$ cat src/rtl/mscs_pkg.sv
`default_nettype none

package mscs_pkg;

    // grid limits and field widths
    localparam int MAX_COLUMNS = 256;
    localparam int MAX_ROWS    = 256;
    localparam int SAMPLE_BITS = 16;
    localparam int COORD_BITS  = 8;
    localparam int COUNT_BITS  = 9;
    localparam int INDEX_BITS  = 17;
    localparam int ADDR_BITS   = 4;
    localparam int DATA_BITS   = 32;

    // register map, word index = paddr[3:2]
    localparam logic [1:0] REG_THRESHOLD = 2'd0;
    localparam logic [1:0] REG_COLUMNS   = 2'd1;
    localparam logic [1:0] REG_ROWS      = 2'd2;

    // one grid cell: top-left vertex and four corner samples
    typedef struct packed {
        logic [COORD_BITS-1:0]         cell_x;
        logic [COORD_BITS-1:0]         cell_y;
        logic signed [SAMPLE_BITS-1:0] top_left;
        logic signed [SAMPLE_BITS-1:0] top_right;
        logic signed [SAMPLE_BITS-1:0] bottom_right;
        logic signed [SAMPLE_BITS-1:0] bottom_left;
    } cell_t;

    // one output segment
    typedef struct packed {
        logic                  first_is_vertex;
        logic [INDEX_BITS-1:0] first_index;
        logic                  second_is_vertex;
        logic [INDEX_BITS-1:0] second_index;
        logic                  last_of_cell;
    } segment_t;

    // segment endpoint: vertex flag plus index
    typedef struct packed {
        logic                  is_vertex;
        logic [INDEX_BITS-1:0] index;
    } endpoint_t;

    // everything one cell yields
    typedef struct packed {
        logic [1:0] count;
        segment_t   first;
        segment_t   second;
    } seg_pair_t;

endpackage

`default_nettype wire

$ cat src/rtl/mscs_seg_calc.sv
`default_nettype none

module mscs_seg_calc (
    input  wire logic [mscs_pkg::COUNT_BITS-1:0]         cols,
    input  wire logic [mscs_pkg::COUNT_BITS-1:0]         rows,
    input  wire logic signed [mscs_pkg::SAMPLE_BITS-1:0] threshold,
    input  wire mscs_pkg::cell_t                         cell_word,
    output mscs_pkg::seg_pair_t                          pair
);

    localparam int IW = mscs_pkg::INDEX_BITS;
    localparam int SW = mscs_pkg::SAMPLE_BITS;

    // case codes: bit 3 top-left, 2 top-right, 1 bottom-right, 0 bottom-left
    localparam logic [3:0] CODE_BL      = 4'd1;
    localparam logic [3:0] CODE_BR      = 4'd2;
    localparam logic [3:0] CODE_BR_BL   = 4'd3;
    localparam logic [3:0] CODE_TR      = 4'd4;
    localparam logic [3:0] SADDLE_TR_BL = 4'd5;
    localparam logic [3:0] CODE_TR_BR   = 4'd6;
    localparam logic [3:0] CODE_NOT_TL  = 4'd7;
    localparam logic [3:0] CODE_TL      = 4'd8;
    localparam logic [3:0] CODE_TL_BL   = 4'd9;
    localparam logic [3:0] SADDLE_TL_BR = 4'd10;
    localparam logic [3:0] CODE_NOT_TR  = 4'd11;
    localparam logic [3:0] CODE_TL_TR   = 4'd12;
    localparam logic [3:0] CODE_NOT_BR  = 4'd13;
    localparam logic [3:0] CODE_NOT_BL  = 4'd14;

    // edge endpoint, snapped to a vertex when exactly one end sits on the level
    function automatic mscs_pkg::endpoint_t edge_key(
        input logic [IW-1:0] edge_idx,
        input logic          a_on,
        input logic          b_on,
        input logic [IW-1:0] va,
        input logic [IW-1:0] vb
    );
        mscs_pkg::endpoint_t k;
        k.is_vertex = a_on ^ b_on;
        if (a_on && !b_on)
            k.index = va;
        else if (b_on && !a_on)
            k.index = vb;
        else
            k.index = edge_idx;
        return k;
    endfunction

    function automatic mscs_pkg::segment_t make_seg(
        input mscs_pkg::endpoint_t p,
        input mscs_pkg::endpoint_t q,
        input logic                last
    );
        mscs_pkg::segment_t s;
        s.first_is_vertex  = p.is_vertex;
        s.first_index      = p.index;
        s.second_is_vertex = q.is_vertex;
        s.second_index     = q.index;
        s.last_of_cell     = last;
        return s;
    endfunction

    logic [9:0]          x_end;
    logic [9:0]          y_end;
    logic                in_grid;
    logic [3:0]          code;
    logic [7:0]          cols_m1;
    logic [IW-1:0]       horiz;
    logic [IW-1:0]       vtl;
    logic [IW-1:0]       vtr;
    logic [IW-1:0]       vbl;
    logic [IW-1:0]       vbr;
    logic [IW-1:0]       h_top;
    logic [IW-1:0]       h_bot;
    logic                on_tl;
    logic                on_tr;
    logic                on_br;
    logic                on_bl;
    logic signed [SW+1:0] corner_sum;
    logic signed [SW+1:0] thr4;
    logic                high;
    mscs_pkg::endpoint_t top_ep;
    mscs_pkg::endpoint_t right_ep;
    mscs_pkg::endpoint_t bottom_ep;
    mscs_pkg::endpoint_t left_ep;

    // cell must fit inside the grid
    assign x_end   = {2'b00, cell_word.cell_x} + 10'd2;
    assign y_end   = {2'b00, cell_word.cell_y} + 10'd2;
    assign in_grid = (x_end <= {1'b0, cols}) && (y_end <= {1'b0, rows});

    assign code = {cell_word.top_left >= threshold, cell_word.top_right >= threshold,
                   cell_word.bottom_right >= threshold,
                   cell_word.bottom_left >= threshold};

    // vertex and edge indices
    assign cols_m1 = 8'(cols - 9'd1);
    assign horiz   = IW'(rows) * IW'(cols_m1);
    assign vtl     = IW'(cell_word.cell_y) * IW'(cols) + IW'(cell_word.cell_x);
    assign vtr     = vtl + IW'(1);
    assign vbl     = vtl + IW'(cols);
    assign vbr     = vbl + IW'(1);
    assign h_top   = IW'(cell_word.cell_y) * IW'(cols_m1) + IW'(cell_word.cell_x);
    assign h_bot   = h_top + IW'(cols_m1);

    assign on_tl = cell_word.top_left == threshold;
    assign on_tr = cell_word.top_right == threshold;
    assign on_br = cell_word.bottom_right == threshold;
    assign on_bl = cell_word.bottom_left == threshold;

    assign top_ep    = edge_key(h_top, on_tl, on_tr, vtl, vtr);
    assign right_ep  = edge_key(horiz + vtr, on_tr, on_br, vtr, vbr);
    assign bottom_ep = edge_key(h_bot, on_bl, on_br, vbl, vbr);
    assign left_ep   = edge_key(horiz + vtl, on_tl, on_bl, vtl, vbl);

    // saddle decision: exact corner sum against four times the level
    assign corner_sum = (SW+2)'(cell_word.top_left) + (SW+2)'(cell_word.top_right)
                      + (SW+2)'(cell_word.bottom_right) + (SW+2)'(cell_word.bottom_left);
    assign thr4       = {threshold, 2'b00};
    assign high       = corner_sum >= thr4;

    // segment table
    always_comb
    begin
        pair.count  = 2'd1;
        pair.first  = make_seg(left_ep, bottom_ep, 1'b1);
        pair.second = make_seg(top_ep, right_ep, 1'b1);
        case (code) inside
            CODE_BL, CODE_NOT_BL:
            begin
                pair.first = make_seg(left_ep, bottom_ep, 1'b1);
            end
            CODE_BR, CODE_NOT_BR:
            begin
                pair.first = make_seg(bottom_ep, right_ep, 1'b1);
            end
            CODE_BR_BL, CODE_TL_TR:
            begin
                pair.first = make_seg(left_ep, right_ep, 1'b1);
            end
            CODE_TR, CODE_NOT_TR:
            begin
                pair.first = make_seg(top_ep, right_ep, 1'b1);
            end
            CODE_TR_BR, CODE_TL_BL:
            begin
                pair.first = make_seg(top_ep, bottom_ep, 1'b1);
            end
            CODE_NOT_TL, CODE_TL:
            begin
                pair.first = make_seg(left_ep, top_ep, 1'b1);
            end
            SADDLE_TR_BL, SADDLE_TL_BR:
            begin
                pair.count = 2'd2;
                if (high == (code == SADDLE_TR_BL))
                begin
                    pair.first  = make_seg(left_ep, top_ep, 1'b0);
                    pair.second = make_seg(bottom_ep, right_ep, 1'b1);
                end
                else
                begin
                    pair.first  = make_seg(left_ep, bottom_ep, 1'b0);
                    pair.second = make_seg(top_ep, right_ep, 1'b1);
                end
            end
            default:
            begin
                // all corners on one side
                pair.count = 2'd0;
            end
        endcase
        if (!in_grid)
            pair.count = 2'd0;
    end

endmodule

`default_nettype wire

$ cat src/rtl/marching_squares_cell_segments.sv
`default_nettype none

// Channel  Dir  Word                    Handshake
// cell     in   mscs_pkg::cell_t        cell_valid / cell_stall
// seg      out  mscs_pkg::segment_t     seg_valid / seg_stall
// config   in   APB, 3 x 32-bit regs    psel / penable / pready
//
// A cell is registered, decoded combinationally and its first segment lands in the
// output register, which drives seg_valid.
// One cell per cycle when each gives at most one segment and the output is not
// stalled; a saddle cell holds its second segment in a spare register and a
// following cell that gives a segment waits until the spare has moved out.
// Reset clears all valids and loads threshold 0, 256 columns, 256 rows.
// A stalled output holds its word; the input keeps flowing while the output
// register can still take the next segment.

module marching_squares_cell_segments (
    input  wire logic                            clk,
    input  wire logic                            rst_n,
    input  wire logic                            cell_valid,
    output logic                                 cell_stall,
    input  wire mscs_pkg::cell_t                 cell_word,
    output logic                                 seg_valid,
    input  wire logic                            seg_stall,
    output mscs_pkg::segment_t                   seg,
    input  wire logic                            psel,
    input  wire logic                            penable,
    input  wire logic                            pwrite,
    input  wire logic [mscs_pkg::ADDR_BITS-1:0]  paddr,
    input  wire logic [mscs_pkg::DATA_BITS-1:0]  pwdata,
    output logic [mscs_pkg::DATA_BITS-1:0]       prdata,
    output logic                                 pready
);

    localparam int CW = mscs_pkg::COUNT_BITS;
    localparam int SW = mscs_pkg::SAMPLE_BITS;

    function automatic logic [CW-1:0] clamp_count(
        input logic [CW-1:0] v,
        input logic [CW-1:0] maxv
    );
        logic [CW-1:0] r;
        if (v < CW'(2))
            r = CW'(2);
        else if (v > maxv)
            r = maxv;
        else
            r = v;
        return r;
    endfunction

    logic signed [SW-1:0] thr_reg;
    logic [CW-1:0]        cols_raw_reg;
    logic [CW-1:0]        rows_raw_reg;
    logic [CW-1:0]        cols_reg;
    logic [CW-1:0]        rows_reg;
    logic                 cfg_wr;

    logic                 s1_valid_reg;
    logic                 s1_valid_next;
    mscs_pkg::cell_t      s1_cell_reg;
    mscs_pkg::seg_pair_t  pair;
    logic                 in_take;
    logic                 out_free;
    logic                 s1_move;

    logic                 seg_valid_reg;
    logic                 seg_valid_next;
    mscs_pkg::segment_t   seg_reg;
    mscs_pkg::segment_t   seg_next;
    logic                 spare_valid_reg;
    logic                 spare_valid_next;
    mscs_pkg::segment_t   spare_reg;
    mscs_pkg::segment_t   spare_next;

    // config registers, clamped grid size kept alongside the raw value
    assign pready = 1'b1;
    assign cfg_wr = psel && penable && pwrite;

    always_ff @(posedge clk or negedge rst_n)
    begin
        if (!rst_n)
        begin
            thr_reg      <= '0;
            cols_raw_reg <= CW'(mscs_pkg::MAX_COLUMNS);
            rows_raw_reg <= CW'(mscs_pkg::MAX_ROWS);
            cols_reg     <= CW'(mscs_pkg::MAX_COLUMNS);
            rows_reg     <= CW'(mscs_pkg::MAX_ROWS);
        end
        else if (cfg_wr)
        begin
            unique case (paddr[3:2])
                mscs_pkg::REG_THRESHOLD:
                begin
                    thr_reg <= pwdata[SW-1:0];
                end
                mscs_pkg::REG_COLUMNS:
                begin
                    cols_raw_reg <= pwdata[CW-1:0];
                    cols_reg     <= clamp_count(pwdata[CW-1:0],
                                                CW'(mscs_pkg::MAX_COLUMNS));
                end
                mscs_pkg::REG_ROWS:
                begin
                    rows_raw_reg <= pwdata[CW-1:0];
                    rows_reg     <= clamp_count(pwdata[CW-1:0],
                                                CW'(mscs_pkg::MAX_ROWS));
                end
                default:
                begin
                    // unmapped address
                end
            endcase
        end
    end

    // read back
    always_comb
    begin
        unique case (paddr[3:2])
            mscs_pkg::REG_THRESHOLD: prdata = mscs_pkg::DATA_BITS'(unsigned'(thr_reg));
            mscs_pkg::REG_COLUMNS:   prdata = mscs_pkg::DATA_BITS'(cols_raw_reg);
            mscs_pkg::REG_ROWS:      prdata = mscs_pkg::DATA_BITS'(rows_raw_reg);
            default:                 prdata = '0;
        endcase
    end

    // segment decode on the registered cell
    mscs_seg_calc u_calc (
        .cols      (cols_reg),
        .rows      (rows_reg),
        .threshold (thr_reg),
        .cell_word (s1_cell_reg),
        .pair      (pair)
    );

    // flow control
    assign out_free   = !seg_valid_reg || !seg_stall;
    assign s1_move    = s1_valid_reg &&
                        ((pair.count == 2'd0) || (!spare_valid_reg && out_free));
    assign cell_stall = s1_valid_reg && !s1_move;
    assign in_take    = cell_valid && !cell_stall;

    assign s1_valid_next = in_take || (s1_valid_reg && !s1_move);

    // output register and spare for the second saddle segment
    always_comb
    begin
        seg_valid_next   = seg_valid_reg;
        seg_next         = seg_reg;
        spare_valid_next = spare_valid_reg;
        spare_next       = spare_reg;
        if (spare_valid_reg && out_free)
        begin
            seg_valid_next   = 1'b1;
            seg_next         = spare_reg;
            spare_valid_next = 1'b0;
        end
        else if (s1_move && (pair.count != 2'd0))
        begin
            seg_valid_next = 1'b1;
            seg_next       = pair.first;
            if (pair.count == 2'd2)
            begin
                spare_valid_next = 1'b1;
                spare_next       = pair.second;
            end
        end
        else if (out_free)
        begin
            seg_valid_next = 1'b0;
        end
    end

    always_ff @(posedge clk or negedge rst_n)
    begin
        if (!rst_n)
        begin
            s1_valid_reg    <= 1'b0;
            seg_valid_reg   <= 1'b0;
            spare_valid_reg <= 1'b0;
        end
        else
        begin
            s1_valid_reg    <= s1_valid_next;
            seg_valid_reg   <= seg_valid_next;
            spare_valid_reg <= spare_valid_next;
        end
    end

    always_ff @(posedge clk)
    begin
        if (in_take)
            s1_cell_reg <= cell_word;
        seg_reg   <= seg_next;
        spare_reg <= spare_next;
    end

    assign seg_valid = seg_valid_reg;
    assign seg       = seg_reg;

endmodule

`default_nettype wire

$ cat config.mk
export PLATFORM = sky130hd
export DESIGN_NAME = marching_squares_cell_segments
export DESIGN_NICKNAME = d
export VERILOG_FILES = /design/src/rtl/mscs_pkg.sv /design/src/rtl/mscs_seg_calc.sv /design/src/rtl/marching_squares_cell_segments.sv
export SDC_FILE = /design/constraint.sdc
export NUM_CORES = 1
export LEC_CHECK = 0
export BUFFER_PORTS_ARGS = -buffer_cell sky130_fd_sc_hd__buf_2
export CAP_MARGIN = 20
export CORE_MARGIN = 3
export CORE_UTILIZATION = 60
export CTS_CLUSTER_DIAMETER = 120
export CTS_CLUSTER_SIZE = 12
export DETAILED_ROUTE_END_ITERATION = 12
export GPL_TIMING_DRIVEN = 0
export PLACE_DENSITY = 0.85
export SYNTH_ARGS = -nofsm -noshare
export SYNTH_HDL_FRONTEND = slang
export SYNTH_SLANG_ARGS = --single-unit
$ cat constraint.sdc
create_clock -name clk -period 16.29 [get_ports clk]
set_clock_uncertainty 0.15 [all_clocks]
set_input_delay 1.629 -clock clk [delete_from_list [all_inputs] [get_ports clk]]
set_output_delay 1.629 -clock clk [all_outputs]
set_load 0.01 [all_outputs]
---- Yosys cells after proc, flatten, opt, wreduce, memory -nomap -nowiden ----
Index checks and enable logic that the tools add are counted.
storage, ports and cells
  flip-flop bits (word level) ............. 209
  output and inout port bits .............. 72
  logic and storage cells ................. 168
operators by class
  add/sub/neg operators ................... 14
  $mul .................................... 3
  magnitude comparators ................... 9
  equality and inequality tests ........... 22
  multiplexer cells ....................... 42
  bitwise logic cells ..................... 6
  reductions and logical operators ........ 48
operator list
  kind                   count
  $mux 37                14
  $mux 17                8
  $eq 16x16->1           4
  $ge 16x16->1           4
  $mux 56                1
  $pmux 16 s3            1
  $mux 19                2
  $add 17x1->17 const B  2
  $add 17x17->17         2
  $add 17x8->17          2
  $eq 4x4->1 const B     7
  $add 17x16->18         1
  $add 18x16->18         1
  $add 8x2->9 const B    2
  $ge 18x18->1           1
  $mux 9                 2
  $add 16x16->17         1
  $add 16x8->17          1
  $add 17x9->17          1
  $logic_and 1x1->1      17
  $mul 8x9->17           1
  $mul 9x8->17           1
  $eq 4x3->1 const B     4
  $mul 8x8->16           1
  other kinds (23)       63

---- Longest topological paths before layout ----
  depth after elaboration ................. 19
  depth in mapped cells ................... 36

---- Modules after synthesis ----
A second synthesis with hierarchy kept.
unflattened totals
  cell total of the unflattened synthesis .. 2614
  area, all modules ....................... 24693.7 sq um
modules (own cells, without submodules)
  module                          times used  cells each  area an instance (sq um)  seq. area each (sq um)
  mscs_seg_calc                   1           2217        17021.3                   0.0
  marching_squares_cell_segments  1           397         7672.4                    6005.8

---- Worst setup path before layout ----
Ideal clock, no wire load.
  path type ............................... register to register
  start point ............................. reg thr_reg[9]
  end point ............................... reg s1_cell_reg[0] (netlist name) (enable)
  arrival ................................. 8.535 ns
  path slack .............................. 6.964 ns
  stages on the path, launching flop included .. 14
  buffers on the path ..................... 1
  cell sequence ........................... dfrtp_1 -> inv_1 -> ha_1 -> a21o_1 -> a21o_1 -> a221o_1 -> a211o_1 -> or3_1 -> o21ai_1 -> nand2_1 -> o221a_2 -> and3_1 -> clkbuf_1 -> a21boi_0
between the ends
  cells in the longest elaborated chain, start to end .. 18
RTL lines
  element                                                    line                                                           RTL
  from (decl)                                                marching_squares_cell_segments.sv:52                           logic signed [SW-1:0] thr_reg;
  from (signal assigned)                                     marching_squares_cell_segments.sv:95                           thr_reg <= pwdata[SW-1:0];
  $ge 16x16->1, on equally long branches                     mscs_seg_calc.sv:94, mscs_seg_calc.sv:92, mscs_seg_calc.sv:93
  $eq 4x4->1 (no line) / $eq 4x3->1 (equally long branches)  n/a
  $reduce_or 2->1                                            mscs_seg_calc.sv:128                                           case (code) inside
  $mux 2 (6 in series)                                       mscs_seg_calc.sv:128
  $mux 2 *                                                   mscs_seg_calc.sv:128
  $mux 2 *                                                   mscs_seg_calc.sv:173                                           if (!in_grid)
  $logic_not 2->1 *                                          marching_squares_cell_segments.sv:140                          ((pair.count == 2'd0) || (!spare_valid_reg && out_free));
  $logic_or 1x1->1 *                                         marching_squares_cell_segments.sv:140
  $logic_and 1x1->1 *                                        marching_squares_cell_segments.sv:139                          assign s1_move = s1_valid_reg &&
  $logic_not 1->1 *                                          marching_squares_cell_segments.sv:141                          assign cell_stall = s1_valid_reg && !s1_move;
  $logic_and 1x1->1 *                                        marching_squares_cell_segments.sv:141
  $logic_not 1->1 *                                          marching_squares_cell_segments.sv:142                          assign in_take = cell_valid && !cell_stall;
  $logic_and 1x1->1 *                                        marching_squares_cell_segments.sv:142
  named net in_take                                          marching_squares_cell_segments.sv:63                           logic in_take;
  to (signal assigned)                                       marching_squares_cell_segments.sv:194                          s1_cell_reg <= cell_word;
  to (decl)                                                  marching_squares_cell_segments.sv:61                           mscs_pkg::cell_t s1_cell_reg;
Mark *: on every way through the listed nets, which the timed path passes. The rest lies on a longest branch.
A chain may end at the register's enable or synchronous reset.

==> metrics <==
DRT iter0 DRCs 1963; Synth Area per Inst 9.10 sq um; Startpoint Class flip-flop; CTS root buf clkbuf_16; FP Rows 73; proportion of layout cells with a drive suffix above 1 10.1%; Syn Inst Count 2707; hold_buf cts 0; crit path buf inv count 5; Yosys cell types 92; Async S/R FF share, synth 26.4%; core area around 0.04 sq mm; top-count cell post-synth inv_1; GRT met3 Usage 6.85%; wire length per cell around 22 microns; Setup violations, final 0; Starting Density 61.4%; Area Overhead vs Synth 8.97%; vias in the first global route roughly 22000; Clock Latency Late Sink 0.51 ns; CTS Buffer Depth 3; via count 21603; Seq cells post-synth 208; RSZ-0062 raised after global routing no; Area contributors post-synth edfxtp_1, ha_1, fa_1, dfrtp_1, inv_1; worst rel slew slack 20.9%; initial antenna violation count 0; clk sink count 208; Worst setup EP type flip-flop; WS Path Type flip-flop to flip-flop; Hold Crit Class flip-flop to flip-flop; Critical Path RT 16.36 ns; Max Slew Vio Count 0; TritonCTS Buffers 21; Die ar. 0.0435 sq mm; pin count of the biggest net entering global routing 37; reg2reg setup slack 6.16 ns; Vias/cell 6.27; top post-synthesis cells by count inv_1, ha_1, nand2_1; sequential area share after synthesis 24.3%; Crit path depth 29; Sum Neg Setup Slack 0 ns; final net count about 3500; total track usage about 34%; buffers added on ports 157; CP max FO 11; Final Wtd Congestion 1.04; cell mode on critical path fa_1; fillers 3245; hold depth 2; Crit path max-delay family adder cells; CTS tree done; DRT Pass-1 Iters 6; post_cts resized 0; path depth of the worst reg2reg path 29; IO Pins 195; Post-Route WL 75.3 mm; WP data arrival 10.20 ns; Top FF cell, synth edfxtp_1; yosys synthesis warning count 0; crit path time final a little over 10 ns; Die W 209 microns; CP peak stage delay 0.69 ns; top cell type's share of synthesized area 18.7%; status finished clean; met1 global-route usage around 43%; grt ovf 0; slowest CP cell a2111oi_0; first-pass GRT wire length 118 mm; Most Used Layer, Global Route met2; post-CTS setup buffer count 0; DP HPWL ~62 mm; Die Height approximately 210 microns; fmax about 0.099 GHz; Fin. Hold Viols 0; ANT nets after route 0; MaxCap Viol Count 0; Post-synth EDFFs 153; Synth area leader edfxtp_1; M2 GR Usage between 50% and 60%; Slew @ Worst Pin about 1.2 ns; mapped cell area 0.0246 sq mm; Max H-tree Level 1; drt drc 0; Worst-path clk slew 0.06 ns; Tcrit/Tclk final 62.2%; number of flip-flops in the largest register 80
-- tightest hold or removal path: cells and delay by family (launching register included) --
family / cells / cell delay, ns
flops: 1 / 0.37
compound gates: 1 / 0.08
buf+inv: 1 / 0.04
-- layout by cell type (no fill, tap or decap), types with 19 or more instances in the layout --
| master | count |
|---|---|
| mux2i_1 | 55 |
| and3_1 | 25 |
| buf_4 | 19 |
| nand3_1 | 44 |
| nor2b_1 | 25 |
| nand2b_1 | 19 |
| clkbuf_16 | 21 |
| a21o_1 | 45 |
| clkbuf_1 | 97 |
| nor3_1 | 71 |
| ha_1 | 292 |
| dfrtp_1 | 51 |
| a21oi_1 | 111 |
| mux2_2 | 36 |
| xnor2_1 | 87 |
| a211oi_1 | 28 |
| nand4_1 | 27 |
| inv_1 | 338 |
| o21ai_0 | 131 |
| a31oi_1 | 27 |
| nand2_1 | 236 |
| fa_1 | 173 |
| xor2_1 | 38 |
| and2_1 | 95 |
| buf_2 | 164 |
| nor2_1 | 184 |
| edfxtp_1 | 153 |
| o21a_1 | 41 |
-- cell families (layout without fill, tap and decap cells) --
group	count (synthesis)	after routing	synth area share, %
buffers and inverters	455	655	7.24
multiplexers	91	91	3.88
AND/OR/NAND/NOR	798	798	15.8
flip-flops	208	208	24.3
AO/OA/AOI/OAI	561	561	15.3
adder cells (fa/ha/maj)	465	465	28.9
XOR/XNOR	127	127	4.58
other	2	18	0.0305
-- path summary, 6_finish.rpt --
check                                   to       startpoint
max                                seg[34]      cols_reg[0]
min                        cols_raw_reg[8]  cols_raw_reg[8]
max reg2reg                        seg[34]      cols_reg[0]
min reg2reg                cols_raw_reg[8]  cols_raw_reg[8]
max in group asynchronous  cols_raw_reg[8]            rst_n
min in group asynchronous      thr_reg[13]            rst_n
-- metrics by stage --
| stage | hold WS, ns | setup WS, ns | instance area [sq um] | util [%] | std cells |
|---|---|---|---|---|---|
| 6_report | 0.349 | 6.16 | 26800 | 66.9 | 3448 |
| 2_1_floorplan | 0.300 | 6.96 | 24700 | - | 2722 |
| 3_5_place_dp | 0.348 | 6.59 | 26200 | 65.4 | 3408 |
| 5_1_grt | 0.378 | 5.81 | 26800 | 66.9 | 3447 |
| 3_3_place_gp | 0.330 | 4.79 | 26100 | 65.2 | 3404 |
| 4_1_cts | 0.359 | 6.58 | 26800 | 66.9 | 3446 |
-- cell type report --
type                    count  area (sq um)  share of cell area, %
diodes                      1          2.50                0.00932
inverters                 343          1290                   4.80
clock buffers              35           578                   2.15
flip-flops and latches    208          5980                   22.3
plain buffers             112           497                   1.85
clock inverters             3          21.3                 0.0793
well taps                 525           657                   2.45
repair buffers            162           881                   3.28
multi-input cells        2059         16900                   63.1
-- per-layer routing --
metal / share of wire (%) / wire (microns) / vias up
met3: 9.9 / 7470 / 268
met2: 46 / 34600 / 1137
met5: 0 / 0 / -
met1: 38 / 28600 / 10415
met4: 6.1 / 4580 / 0
li1: - / - / 9783
Power is left out: the tool's default activity adds up to more than one toggle a clock period on the data nets, which glitch-free logic cannot reach.
